<file path="src/sv/masked_byte_pattern_scan_top_defines.svh">
// Assertion macros for the masked byte pattern scan
`ifndef MASKED_BYTE_PATTERN_SCAN_TOP_DEFINES_SVH
`define MASKED_BYTE_PATTERN_SCAN_TOP_DEFINES_SVH

// checked only out of reset
`define MBPS_ASSERT(label, prop, msg) \
  label: assert property (@(posedge clk) disable iff (!rst_n) prop) else $error(msg);

// checked at every edge, reset included
`define MBPS_ASSERT_ALWAYS(label, prop, msg) \
  label: assert property (@(posedge clk) prop) else $error(msg);

`endif

</file>
<file path="src/sv/mbps_pkg.sv">
// Shared types and constants of the masked byte pattern scan
`timescale 1ns / 1ps
package mbps_pkg;

  localparam int MAX_PATTERN_BYTES_DEF = 16;
  localparam int PAT_STORE = 16;
  localparam int CFG_AW = 5;
  localparam int CFG_DW = 64;
  localparam int OFS_W = 32;

  localparam logic [1:0] REG_PAT_LO = 2'd0;
  localparam logic [1:0] REG_PAT_HI = 2'd1;
  localparam logic [1:0] REG_CARE = 2'd2;
  localparam logic [1:0] REG_LEN = 2'd3;

  typedef struct packed {
    logic shift;
    logic clear;
  } cell_ctl_t;

  typedef struct packed {
    logic             found;
    logic [OFS_W-1:0] match_offset;
  } result_t;

endpackage

</file>
<file path="src/sv/mbps_cell.sv">
// One window cell: holds one byte, compares the byte passing into it
`timescale 1ns / 1ps
module mbps_cell (
  input  logic              clk,
  input  logic              rst_n,
  input  mbps_pkg::cell_ctl_t ctl,
  input  logic [7:0]        byte_in,
  input  logic [7:0]        pat_byte,
  input  logic              care,
  output logic [7:0]        byte_q,
  output logic              mismatch
);
  import mbps_pkg::*;

  logic [7:0] byte_r;

  always_ff @(posedge clk) begin
    if (!rst_n) begin
      byte_r <= '0;
    end else if (ctl.clear) begin
      byte_r <= '0;
    end else if (ctl.shift) begin
      byte_r <= byte_in;
    end
  end

  assign mismatch = care && (byte_in != pat_byte);
  assign byte_q   = byte_r;

endmodule

</file>
<file path="src/sv/mbps_out_buf.sv">
// Two-entry result buffer between the scan logic and the result channel
`timescale 1ns / 1ps
module mbps_out_buf (
  input  logic              clk,
  input  logic              rst_n,
  input  logic              push,
  input  mbps_pkg::result_t push_data,
  input  logic              out_stall,
  output logic              out_valid,
  output mbps_pkg::result_t out_data,
  output logic              full
);
  import mbps_pkg::*;

  result_t    slot0_r, slot1_r;
  logic [1:0] cnt_r;
  logic       pop;

  assign pop = (cnt_r != 2'd0) && !out_stall;

  always_ff @(posedge clk) begin
    if (!rst_n) begin
      cnt_r <= 2'd0;
    end else begin
      cnt_r <= cnt_r + 2'(push) - 2'(pop);
    end
  end

  always_ff @(posedge clk) begin
    if (pop && push) begin
      if (cnt_r == 2'd1) begin
        slot0_r <= push_data;
      end else begin
        slot0_r <= slot1_r;
        slot1_r <= push_data;
      end
    end else if (push) begin
      if (cnt_r == 2'd0) begin
        slot0_r <= push_data;
      end else begin
        slot1_r <= push_data;
      end
    end else if (pop) begin
      slot0_r <= slot1_r;
    end
  end

  assign out_valid = (cnt_r != 2'd0);
  assign out_data  = slot0_r;
  assign full      = (cnt_r == 2'd2);

endmodule

</file>
<file path="src/sv/masked_byte_pattern_scan_top.sv">
// Masked byte pattern scan: top level with register port and cell chain
//
// Bytes of a region enter on the in_ channel, one transfer per byte, with
// in_last_byte marking the region's final byte. A row of cells holds the
// most recent bytes and all positions are compared against the aligned
// pattern in the same cycle. One result per region leaves on the out_
// channel: found=1 with the match start offset as soon as the first match
// ends, else found=0 with offset 0 at the last byte.
// A result is registered in the result buffer when its byte is taken and is
// valid on out_ once earlier results have left. The input takes one byte per
// cycle while the buffer is not full, set by the cell row's single compare stage.
// A two-entry result buffer takes results while the receiver stalls; the
// input stalls only when both entries are held.
// Reset (synchronous, rst_n low) clears the registers, the window, the byte
// count and the buffer. Registers are written over cfg_ (8-byte stride).
`timescale 1ns / 1ps
module masked_byte_pattern_scan_top #(
  parameter int MAX_PATTERN_BYTES = mbps_pkg::MAX_PATTERN_BYTES_DEF
) (
  input  logic                        clk,
  input  logic                        rst_n,
  input  logic                        in_valid,
  output logic                        in_stall,
  input  logic [7:0]                  in_data_byte,
  input  logic                        in_last_byte,
  output logic                        out_valid,
  input  logic                        out_stall,
  output logic                        out_found,
  output logic [mbps_pkg::OFS_W-1:0]  out_match_offset,
  input  logic                        cfg_psel,
  input  logic                        cfg_penable,
  input  logic                        cfg_pwrite,
  input  logic [mbps_pkg::CFG_AW-1:0] cfg_paddr,
  input  logic [mbps_pkg::CFG_DW-1:0] cfg_pwdata,
  output logic [mbps_pkg::CFG_DW-1:0] cfg_prdata,
  output logic                        cfg_pready
);
  import mbps_pkg::*;
  `include "masked_byte_pattern_scan_top_defines.svh"

  localparam int LW = $clog2(MAX_PATTERN_BYTES + 1);

  logic [63:0]      pat_lo_r, pat_hi_r;
  logic [15:0]      care_mask_r;
  logic [4:0]       pat_len_r;
  logic             cfg_wr;
  logic [1:0]       cfg_idx;

  logic [OFS_W-1:0] count_r, count_nxt;
  logic             done_r, done_nxt;

  logic             acc, hit, emit, sat, enough, all_match;
  logic [LW-1:0]    len_c;
  logic [OFS_W-1:0] seen, offset;
  logic [127:0]     pat_all;

  logic [7:0]       cell_in   [MAX_PATTERN_BYTES];
  logic [7:0]       cell_q    [MAX_PATTERN_BYTES];
  logic [7:0]       cell_pat  [MAX_PATTERN_BYTES];
  logic [MAX_PATTERN_BYTES-1:0] cell_care, cell_mis;
  cell_ctl_t        ctl;
  result_t          res;
  result_t          out_data;
  logic             buf_full;

  // register port
  assign cfg_pready = 1'b1;
  assign cfg_idx    = cfg_paddr[4:3];
  assign cfg_wr     = cfg_psel && cfg_penable && cfg_pwrite && cfg_pready;

  always_ff @(posedge clk) begin
    if (!rst_n) begin
      pat_lo_r    <= '0;
      pat_hi_r    <= '0;
      care_mask_r <= '0;
      pat_len_r   <= '0;
    end else if (cfg_wr) begin
      unique case (cfg_idx)
        REG_PAT_LO: pat_lo_r    <= cfg_pwdata;
        REG_PAT_HI: pat_hi_r    <= cfg_pwdata;
        REG_CARE:   care_mask_r <= cfg_pwdata[15:0];
        REG_LEN:    pat_len_r   <= cfg_pwdata[4:0];
        default:    ;
      endcase
    end
  end

  always_comb begin
    unique case (cfg_idx)
      REG_PAT_LO: cfg_prdata = pat_lo_r;
      REG_PAT_HI: cfg_prdata = pat_hi_r;
      REG_CARE:   cfg_prdata = {48'd0, care_mask_r};
      REG_LEN:    cfg_prdata = {59'd0, pat_len_r};
      default:    cfg_prdata = '0;
    endcase
  end

  // pattern aligned to the window, clamped length
  assign len_c   = (int'(pat_len_r) > MAX_PATTERN_BYTES) ? LW'(MAX_PATTERN_BYTES)
                                                         : LW'(pat_len_r);
  assign pat_all = {pat_hi_r, pat_lo_r};

  always_comb begin
    int         idx_i;
    logic [3:0] idx4;
    for (int j = 0; j < MAX_PATTERN_BYTES; j++) begin
      idx_i = int'(len_c) - 1 - j;
      idx4  = 4'(idx_i);
      cell_pat[j]  = 8'd0;
      cell_care[j] = 1'b0;
      if (j < int'(len_c) && idx_i < PAT_STORE) begin
        cell_pat[j]  = pat_all[{idx4, 3'b000} +: 8];
        cell_care[j] = care_mask_r[idx4];
      end
    end
  end

  // cell chain
  assign acc       = in_valid && !in_stall;
  assign ctl.shift = acc;
  assign ctl.clear = acc && in_last_byte;

  for (genvar k = 0; k < MAX_PATTERN_BYTES; k++) begin : g_cell
    if (k == 0) begin : g_head
      assign cell_in[k] = in_data_byte;
    end else begin : g_link
      assign cell_in[k] = cell_q[k-1];
    end
    mbps_cell u_cell (
      .clk      (clk),
      .rst_n    (rst_n),
      .ctl      (ctl),
      .byte_in  (cell_in[k]),
      .pat_byte (cell_pat[k]),
      .care     (cell_care[k]),
      .byte_q   (cell_q[k]),
      .mismatch (cell_mis[k])
    );
  end

  assign all_match = ~|cell_mis;

  // count, match decision
  assign sat    = (count_r == '1);
  assign seen   = sat ? count_r : count_r + OFS_W'(1);
  assign enough = (len_c == '0) || (count_r >= OFS_W'(len_c) - OFS_W'(1));
  assign offset = (len_c == '0) ? '0
                : count_r - OFS_W'(len_c) + (sat ? OFS_W'(0) : OFS_W'(1));
  assign hit    = !done_r && enough && all_match;
  assign emit   = acc && (hit || (in_last_byte && !done_r));

  assign res.found        = hit;
  assign res.match_offset = hit ? offset : '0;

  always_comb begin
    count_nxt = count_r;
    done_nxt  = done_r;
    if (acc) begin
      if (in_last_byte) begin
        count_nxt = '0;
        done_nxt  = 1'b0;
      end else begin
        count_nxt = seen;
        done_nxt  = done_r || hit;
      end
    end
  end

  always_ff @(posedge clk) begin
    if (!rst_n) begin
      count_r <= '0;
      done_r  <= 1'b0;
    end else begin
      count_r <= count_nxt;
      done_r  <= done_nxt;
    end
  end

  mbps_out_buf u_out_buf (
    .clk       (clk),
    .rst_n     (rst_n),
    .push      (emit),
    .push_data (res),
    .out_stall (out_stall),
    .out_valid (out_valid),
    .out_data  (out_data),
    .full      (buf_full)
  );

  assign in_stall         = buf_full;
  assign out_found        = out_data.found;
  assign out_match_offset = out_data.match_offset;

  `MBPS_ASSERT(a_hit_sets_done, (acc && hit && !in_last_byte) |=> done_r, "match not latched")
  `MBPS_ASSERT(a_last_clears, (acc && in_last_byte) |=> (count_r == '0 && !done_r), "region end not cleared")
  `MBPS_ASSERT(a_notfound_zero, (out_valid && !out_found) |-> (out_match_offset == '0), "not-found offset nonzero")
  `MBPS_ASSERT_ALWAYS(a_stall_has_result, in_stall |-> out_valid, "input stalled with empty buffer")

endmodule
</file>
<file path="config.mk">
export PLATFORM = sky130hd
export DESIGN_NAME = masked_byte_pattern_scan_top
export DESIGN_NICKNAME = d
export VERILOG_FILES = /design/src/sv/mbps_pkg.sv /design/src/sv/mbps_cell.sv /design/src/sv/mbps_out_buf.sv /design/src/sv/masked_byte_pattern_scan_top.sv
export VERILOG_INCLUDE_DIRS = /design/src /design/src/sv
export SDC_FILE = /design/constraint.sdc
export NUM_CORES = 2
export LEC_CHECK = 0
export BUFFER_PORTS_ARGS = -buffer_cell sky130_fd_sc_hd__buf_2
export CAP_MARGIN = 25
export CORE_UTILIZATION = 34
export DETAILED_ROUTE_END_ITERATION = 10
export HOLD_SLACK_MARGIN = 0.15
export PLACE_DENSITY = 0.47
export SLEW_MARGIN = 40
export SYNTH_ARGS = -nofsm -noshare
export SYNTH_HDL_FRONTEND = slang
export SYNTH_SLANG_ARGS = --single-unit
</file>
<file path="constraint.sdc">
create_clock -name clk -period 8.68 [get_ports clk]
set_clock_uncertainty 0.1 [all_clocks]
set_input_delay 0.868 -clock clk [delete_from_list [all_inputs] [get_ports clk]]
set_output_delay 0.868 -clock clk [all_outputs]
set_load 0.02 [all_outputs]
</file>
; Word-level counts from Yosys, hierarchy flattened
; Cells that the tools add are included.
; Widths: inputs -> output; s select.
[word_totals]
register_bits = 370
input_bits = 85
out_inout_bits = 100
word_cells = 286
[op_classes]
n_addsub = 22
order_cmp = 50
eq_ne = 26
n_shift = 16
muxes = 81
bitwise = 1
reduce_logical = 64
[op_table]
columns = op, count
row1 = $shiftx 128x8->8, 16
row2 = $lt 32x6->1 const B, 14
row3 = $mux 33, 9
row4 = $pmux 64 s4, 1
row5 = $mux 32, 4
row6 = $mux 8, 16
row7 = $ne 8x8->1, 16
row8 = $lt 4x5->1 const B, 16
row9 = $bmux 1 s4, 16
row10 = $sub 6x5->7 const B, 8
row11 = $logic_and 1x1->1, 42
row12 = $lt 4x5->1 const A, 8
row13 = $mux 1, 34
row14 = $add 32x1->32, 1
row15 = $add 32x1->32 const B, 1
row16 = $eq 32x32->1 const B, 1
row17 = $ge 32x32->1, 1
row18 = $sub 32x5->32, 1
row19 = $sub 6x4->7 const B, 4
row20 = $lt 3x5->1 const A, 4
row21 = $reduce_or 16->1, 1
row22 = $sub 6x3->7 const B, 2
row23 = $reduce_and 2->1, 6
row24 = $sub 5x1->6 const B, 2
row25 = other kinds (23), 36

; Depth between registers and ports, before layout
[depth]
depth_word = 17
mapped_depth = 31
ltp_nobuf = 21

; Hierarchy
; A second synthesis with hierarchy kept.
[hier_totals]
hier_cells = 2949
hier_area_um2 = 26685.6
[by_module_without_submodules]
columns = mod, n_inst, cells_per_inst, area_per_inst_um2, seq_area_each_um2
row1 = masked_byte_pattern_scan_top, 1, 2220, 18094.9, 3643.5
row2 = mbps_cell, 16, 38, 377.9, 160.2
row3 = mbps_out_buf, 1, 121, 2544.9, 2021.9

; Worst setup path after synthesis
; OpenSTA, ideal clock, no wires.
[synth_timing]
path_kind = reg2reg
start = reg pat_len_r[4]
end = reg u_out_buf.slot0_r, in the netlist u_out_buf.out_data[0] (enable)
setup_ps = 435
arrival_ps = 7493
t_required_ps = 8145
setup_slack_ps = 652
path_stages_with_launch = 25
path_buffers = 9
synth_period_minus_slack_ps = 8028
cell_sequence = dfxtp_1 nand2b_4 inv_4 buf_8 buf_6 buf_12 buf_2 ha_1 buf_2 inv_1 buf_2 buf_2 buf_2 ha_1 inv_1 buf_1 mux4_2 a2111oi_0 a31oi_1 nor3_1 a31oi_1 nor4_2 and2_1 a21boi_0 o22ai_1
[synth_between]
elab_chain_cells = 17
word_cells_on_any_way = 192
cone_classes = add/sub (17) / order compare (34) / eq/ne (17) / shift (16) / mux (65) / reduce/logical (43)
[synth_rtl]
columns = element, line
row1 = "start, declared", masked_byte_pattern_scan_top.sv:45  ; logic [4:0] pat_len_r;
row2 = "start signal, assigned", masked_byte_pattern_scan_top.sv:82  ; REG_LEN: pat_len_r <= cfg_pwdata[4:0];
row3 = $gt 5x5->1, masked_byte_pattern_scan_top.sv:99  ; assign len_c = (int'(pat_len_r) > MAX_PATTERN_BYTES) ? LW'(MAX_PATTERN_BYTES)
row4 = $mux 5 (*), masked_byte_pattern_scan_top.sv:99
row5 = $sub 5x1->6, "masked_byte_pattern_scan_top.sv:107, masked_byte_pattern_scan_top.sv:146"
row6 = $sub 6x2->7 (tied with other cells), masked_byte_pattern_scan_top.sv:107  ; idx_i = int'(len_c) - 1 - j;
row7 = $lt 32x6->1 / $lt 7x6->1 (equally long branches), masked_byte_pattern_scan_top.sv:111  ; if (j < int'(len_c) && idx_i < PAT_STORE) begin
row8 = $logic_and 1x1->1, masked_byte_pattern_scan_top.sv:111
row9 = $mux 8, masked_byte_pattern_scan_top.sv:111
row10 = $ne 8x8->1, mbps_cell.sv:27  ; assign mismatch = care && (byte_in != pat_byte);
row11 = $logic_and 1x1->1, mbps_cell.sv:27
row12 = $reduce_or 16->1, masked_byte_pattern_scan_top.sv:141  ; assign all_match = ~|cell_mis;
row13 = $logic_not 1->1, masked_byte_pattern_scan_top.sv:141
row14 = $logic_and 1x1->1 (*), masked_byte_pattern_scan_top.sv:149  ; assign hit = !done_r && enough && all_match;
row15 = $logic_or 1x1->1 (*), masked_byte_pattern_scan_top.sv:150  ; assign emit = acc && (hit || (in_last_byte && !done_r));
row16 = $logic_and 1x1->1 (*), masked_byte_pattern_scan_top.sv:150
row17 = $logic_and 1x1->1, mbps_out_buf.sv:30  ; if (pop && push) begin
row18 = $ne 3x3->1 (no source line) / $reduce_bool 3->1 (equally long branches), --
row19 = $reduce_and 2->1 (no source line) (*), --
row20 = "end signal, assigned", mbps_out_buf.sv:32  ; slot0_r <= push_data;
row21 = "end signal, assigned", mbps_out_buf.sv:34  ; slot0_r <= slot1_r;
row22 = "end signal, assigned", mbps_out_buf.sv:39  ; slot0_r <= push_data;
row23 = "end, declared", mbps_out_buf.sv:15  ; result_t slot0_r, slot1_r;
; Mark *: on every way between the ends. The rest lies on a longest branch, timed or not. The select of a mux whose other input is x is not followed.
; A chain may end at the register's enable or synchronous reset.

; Worst setup path after layout
[layout_timing]
start = reg pat_len_r[1]
end = reg u_out_buf.slot0_r, in the netlist u_out_buf.out_data[4] (data pin)
[layout_between]
elab_chain_cells = 16
word_cells_on_any_way = 197
cone_classes = add/sub (19) / order compare (34) / eq/ne (16) / shift (16) / mux (71) / reduce/logical (41)
[layout_rtl]
columns = element, line
row1 = $gt 5x5->1, masked_byte_pattern_scan_top.sv:99
row2 = $mux 5 (*), masked_byte_pattern_scan_top.sv:99
row3 = $sub 5x1->6, "masked_byte_pattern_scan_top.sv:107, masked_byte_pattern_scan_top.sv:146"
row4 = $sub 6x2->7 (tied with other cells), masked_byte_pattern_scan_top.sv:107
row5 = $lt 32x6->1 / $lt 7x6->1 (equally long branches), masked_byte_pattern_scan_top.sv:111
row6 = $logic_and 1x1->1, masked_byte_pattern_scan_top.sv:111
row7 = $mux 8, masked_byte_pattern_scan_top.sv:111
row8 = $ne 8x8->1, mbps_cell.sv:27
row9 = $logic_and 1x1->1, mbps_cell.sv:27
row10 = $reduce_or 16->1, masked_byte_pattern_scan_top.sv:141
row11 = $logic_not 1->1, masked_byte_pattern_scan_top.sv:141
row12 = $logic_and 1x1->1, masked_byte_pattern_scan_top.sv:149
row13 = $mux 32 / $logic_or 1x1->1 (equally long branches), "masked_byte_pattern_scan_top.sv:153, masked_byte_pattern_scan_top.sv:150"
row14 = $mux 33 / $logic_and 1x1->1 (equally long branches), "mbps_out_buf.sv:38, masked_byte_pattern_scan_top.sv:150"
row15 = $mux 33 / $logic_and 1x1->1 (equally long branches), "mbps_out_buf.sv:37, mbps_out_buf.sv:30"
row16 = $mux 33 (*), mbps_out_buf.sv:30
; Marked as above.

==> metrics list <==
- Length of the first detailed-routing pass in iterations: 8
- The most common cell in the synthesized netlist is sky130_fd_sc_hd__nand2_1.
* Share of power burned in the clock network: 0.403
- The critical path contains buffers and inverters numbering 6 combined.
* Leading post-synthesis cells by cell area: sky130_fd_sc_hd__dfxtp_1, sky130_fd_sc_hd__mux4_2, sky130_fd_sc_hd__nand2_1, sky130_fd_sc_hd__mux2i_1, sky130_fd_sc_hd__edfxtp_1
* Final std cells w/o fill: 4257
- The finished cells cover 30600 um2.
- Post-CTS Hold Buffers: 0
- Vias in the first global route: 23700
- The initial utilization of the core area, before any placement, comes to 0.345.
- Measured against its own limit, the worst slew margin works out to 0.389.
* Area growth from synthesis to layout: 11.9%
* Cell area after placement: 29100 um2
- Total core area: 79300 um2
- Critical Path Slowest Stage Cell: sky130_fd_sc_hd__dfxtp_1
* Pwr dens: 156 nW/um2
* Gate count of the mapped netlist: 3091
- Signal arrival time at the worst endpoint: 7840 ps
* CTS sink count: 370
- Ports placed on the boundary: 185
- Gates resized during post-CTS repair numbered 0.
- Routed via count divided by cell count: 5.83
- The number of placed instances, taps included, is 4172.
* Number of hold-slack violations in the final timing report: 0
- Nature of the critical path startpoint: register
- Unrepaired setup endpoints after global routing: no
- Hold Crit Class: register to register
- For this design the static power due to leakage is 0.0114 uW.
- In this run the remaining antenna-violating nets after routing total 0.
- Proportion of layout cells with a drive suffix above 1: 0.165
- Required time at the worst-slack endpoint: 9000 ps
* Cell internal pwr: 3260 uW
* Overall Global Routing Usage: 0.269
- Of the synthesized area, sequential elements account for 0.295.
* Max incr delay on CP: 740 ps
- The share of total power dissipated in combinational logic is 0.193.
- Placed wire-length estimate after detailed placement: 86.5 mm
* Largest net degree at the start of global routing: 129
* Synth top area share: 0.223
- The tool flagged a number of max-cap violations equal to 0.
- Row generation in the floorplan step produced 103 rows.
- Final number of setup-violating endpoints: 0
- The critical path goes through nor2b_4 -> clkinv_1 -> buf_4 -> ha_2 -> inv_2 -> ha_1 -> clkinv_1 -> buf_4 -> mux4_2 -> nand2b_1 -> a21oi_1 -> a2111oi_0 -> nor2_1 -> nor3_1 -> a31oi_1 -> nor4_2 -> and2_1 -> nand3_4 -> buf_4 -> o31ai_1.
* Setup fix buffers added after clock tree synthesis: 0
* Async set or reset register ratio after synthesis: 0
* GPL Wtd Cong: 0.988
* Clock-pin slew reported for the worst setup and hold paths after clock tree synthesis: 70 ps
- Dividing the synthesized area by the synthesized cell count gives 8.84 um2.
* Status: completed
- Dividing the detail-routed wire length by the instance count gives 26.3 um.
- In this run, synthesis inferred 66 flip-flops with an integrated enable.
* Violation count after the first detailed-routing iteration: 2056
- The number of max-slew violations in the final report came to 0.
- Fraction of power consumed by sequential logic: 0.405
- The synthesized design contains 370 register bits.
- Top_reg_cell synth: sky130_fd_sc_hd__dfxtp_1
- Setup crit end kind: register
- Summing every instance area after synthesis gives 27300 um2.
- Kind of critical path: register to register
* Mapped Nets: 3284
- Top fanout value on the critical path: 57
- Adding up every negative setup slack in the final design gives 0 ps.
* Peak supply drop: 120 uV
* Family with the most delay on the worst path: simple AND/OR/NAND/NOR gates
- Slew @ Worst Pin: 890 ps
* Critical path's most frequent cell: sky130_fd_sc_hd__buf_4
- Antenna violations before repair: 4
- Clock latency of the later-clocked register in the worst-skew pair: 610 ps
- The synthesized netlist contains 95 unique library cells.
- Wire length of the first global-routing pass: 163 mm
- The die covers 81500 um2.
- The tree is rooted in a sky130_fd_sc_hd__clkbuf_16.
* Layout net count: 3363
- Across all layers, the routed design uses 24800 vias.
- TritonCTS built the clock tree.
- Based on the critical path, the design can be clocked at up to 133 MHz.
- Final Routed Wirelength: 112 mm
* Overall die height: 285 um
- CTS buffer count: 45
- The worst path needs 7520 ps of the cycle, external delays included.
- Fill cells: 8060
- Maximum buffer depth of the clock tree: 3
* Commonest cells in the netlist: sky130_fd_sc_hd__nand2_1, sky130_fd_sc_hd__dfxtp_1, sky130_fd_sc_hd__mux2i_1, sky130_fd_sc_hd__a21oi_1, sky130_fd_sc_hd__nor2_1
- The clock tree synthesis step divided the H-tree into 2 levels.
- Of the available clock period, the critical path in the final layout requires 0.866.
- For this run, design rule violations remaining after detail routing come to 0.
- In this run the horizontal extent of the chip is 285 um.
- The total overflow left after global routing is 0.
- The largest total area in the synthesized netlist belongs to sky130_fd_sc_hd__dfxtp_1.
- Of the total power, the share spent switching nets is 0.316.
- Count of synthesis-stage warnings from yosys: 0
* Number of I/O port buffers: 180
- For this design the total switching power over the nets is 1500 uW.
[state kept, by name, summed over array words and instances (netlist names)]
register              flops
u_out_buf.out_data       33
u_out_buf.cnt_r           2
pat_hi_r                 64
pat_lo_r                 64
care_mask_r              16
pat_len_r                 5
u_out_buf.slot1_r        33
count_r                  32
g_cell.u_cell.byte_q    120
done_r                    1
[cell usage in the layout, fill, tap and decap left out, drive strengths merged, types with 12 or more instances in the layout]
cell type,Yosys,final
ha,107,107
nand3,100,100
buf,73,234
xor2,56,56
mux2i,223,223
nand2b,19,19
o31ai,39,39
and3,15,15
mux2,12,12
a21oi,188,188
o21ai,71,71
o22ai,53,53
clkbuf,129,63
nor4,22,22
a31oi,22,22
nor2b,18,18
nor2,172,172
edfxtp,66,66
nor3,23,23
a22oi,12,12
inv,70,73
nand4,24,24
a21boi,150,150
mux4,161,161
nand2,675,675
xnor2,88,88
dfxtp,304,304
a21o,36,36
[routing by layer]
layer	wire [um]	global-route usage
met2	52200	0.444
met1	47500	0.349
met5	0	0
met3	6410	0.0360
met4	5720	0.124
[logic make-up after synthesis]
group,count (synthesis),synth area share
compound gates,672,0.163
xor+xnor,144,0.0475
fa+ha+maj,108,0.0497
buf+inv,274,0.0461
flops,370,0.295
mux,396,0.219
other cells,1,0.000137
simple gates,1126,0.179
[worst paths after layout]
path	start	endpoint	slack, ps	depth (start not counted)
min reg2reg	g_cell[13].u_cell.byte_q[0]$_SDFFE_PP0P_	g_cell[14].u_cell.byte_q[0]$_SDFFE_PP0P_	360	2
max	pat_len_r[1]$_SDFFE_PN0P_	u_out_buf.out_data[4]$_DFFE_PP_	1160	20
min	g_cell[13].u_cell.byte_q[0]$_SDFFE_PP0P_	g_cell[14].u_cell.byte_q[0]$_SDFFE_PP0P_	360	2
max reg2reg	pat_len_r[1]$_SDFFE_PN0P_	u_out_buf.out_data[4]$_DFFE_PP_	1160	20
[power by group through the flow]
| stage | Sequential (uW) | Combinational, uW | Clock (uW) |
|---|---|---|---|
| floorplan | 2030 | 545 | 0 |
| global placement | 1970 | 915 | 0 |
| detailed placement | 1970 | 924 | 0 |
| CTS | 1930 | 928 | 1960 |
| global route | 1940 | 998 | 2030 |
| finish | 1930 | 919 | 1920 |
[stage by stage]
stage | util | total power [uW] | hold WS (ps) | setup WS [ps]
final | 0.386 | 4770 | 362 | 1160
after floorplan | - | 2580 | 345 | 652
after global routing | 0.386 | 4970 | 367 | 539
after global placement | 0.366 | 2880 | 374 | 1240
after CTS | 0.385 | 4820 | 349 | 1130
after detailed placement | 0.367 | 2890 | 375 | 1160
[worst register-to-register path: cells and delay by family, from the launching register on]
family,cells,cell delay [ps]
AO/OA/AOI/OAI,4,1260
AND/OR/NAND/NOR,7,2340
buffers and inverters,6,1930
adder cells (fa/ha/maj),2,760
flip-flops,1,740
multiplexers,1,220
[area by class of cell]
type | instances | area, um2 | area share
Multi-Input combinational cell | 2447 | 18100 | 0.592
Sequential cell | 370 | 8070 | 0.264
Timing Repair Buffer | 234 | 1340 | 0.0438
Tap cell | 1050 | 1310 | 0.0430
Clock buffer | 63 | 1260 | 0.0413
Inverter | 72 | 280 | 0.00917
Clock inverter | 18 | 199 | 0.00651
Antenna cell | 3 | 7.51 | 0.000246
Note: power is estimated with default switching activity, not from simulation.
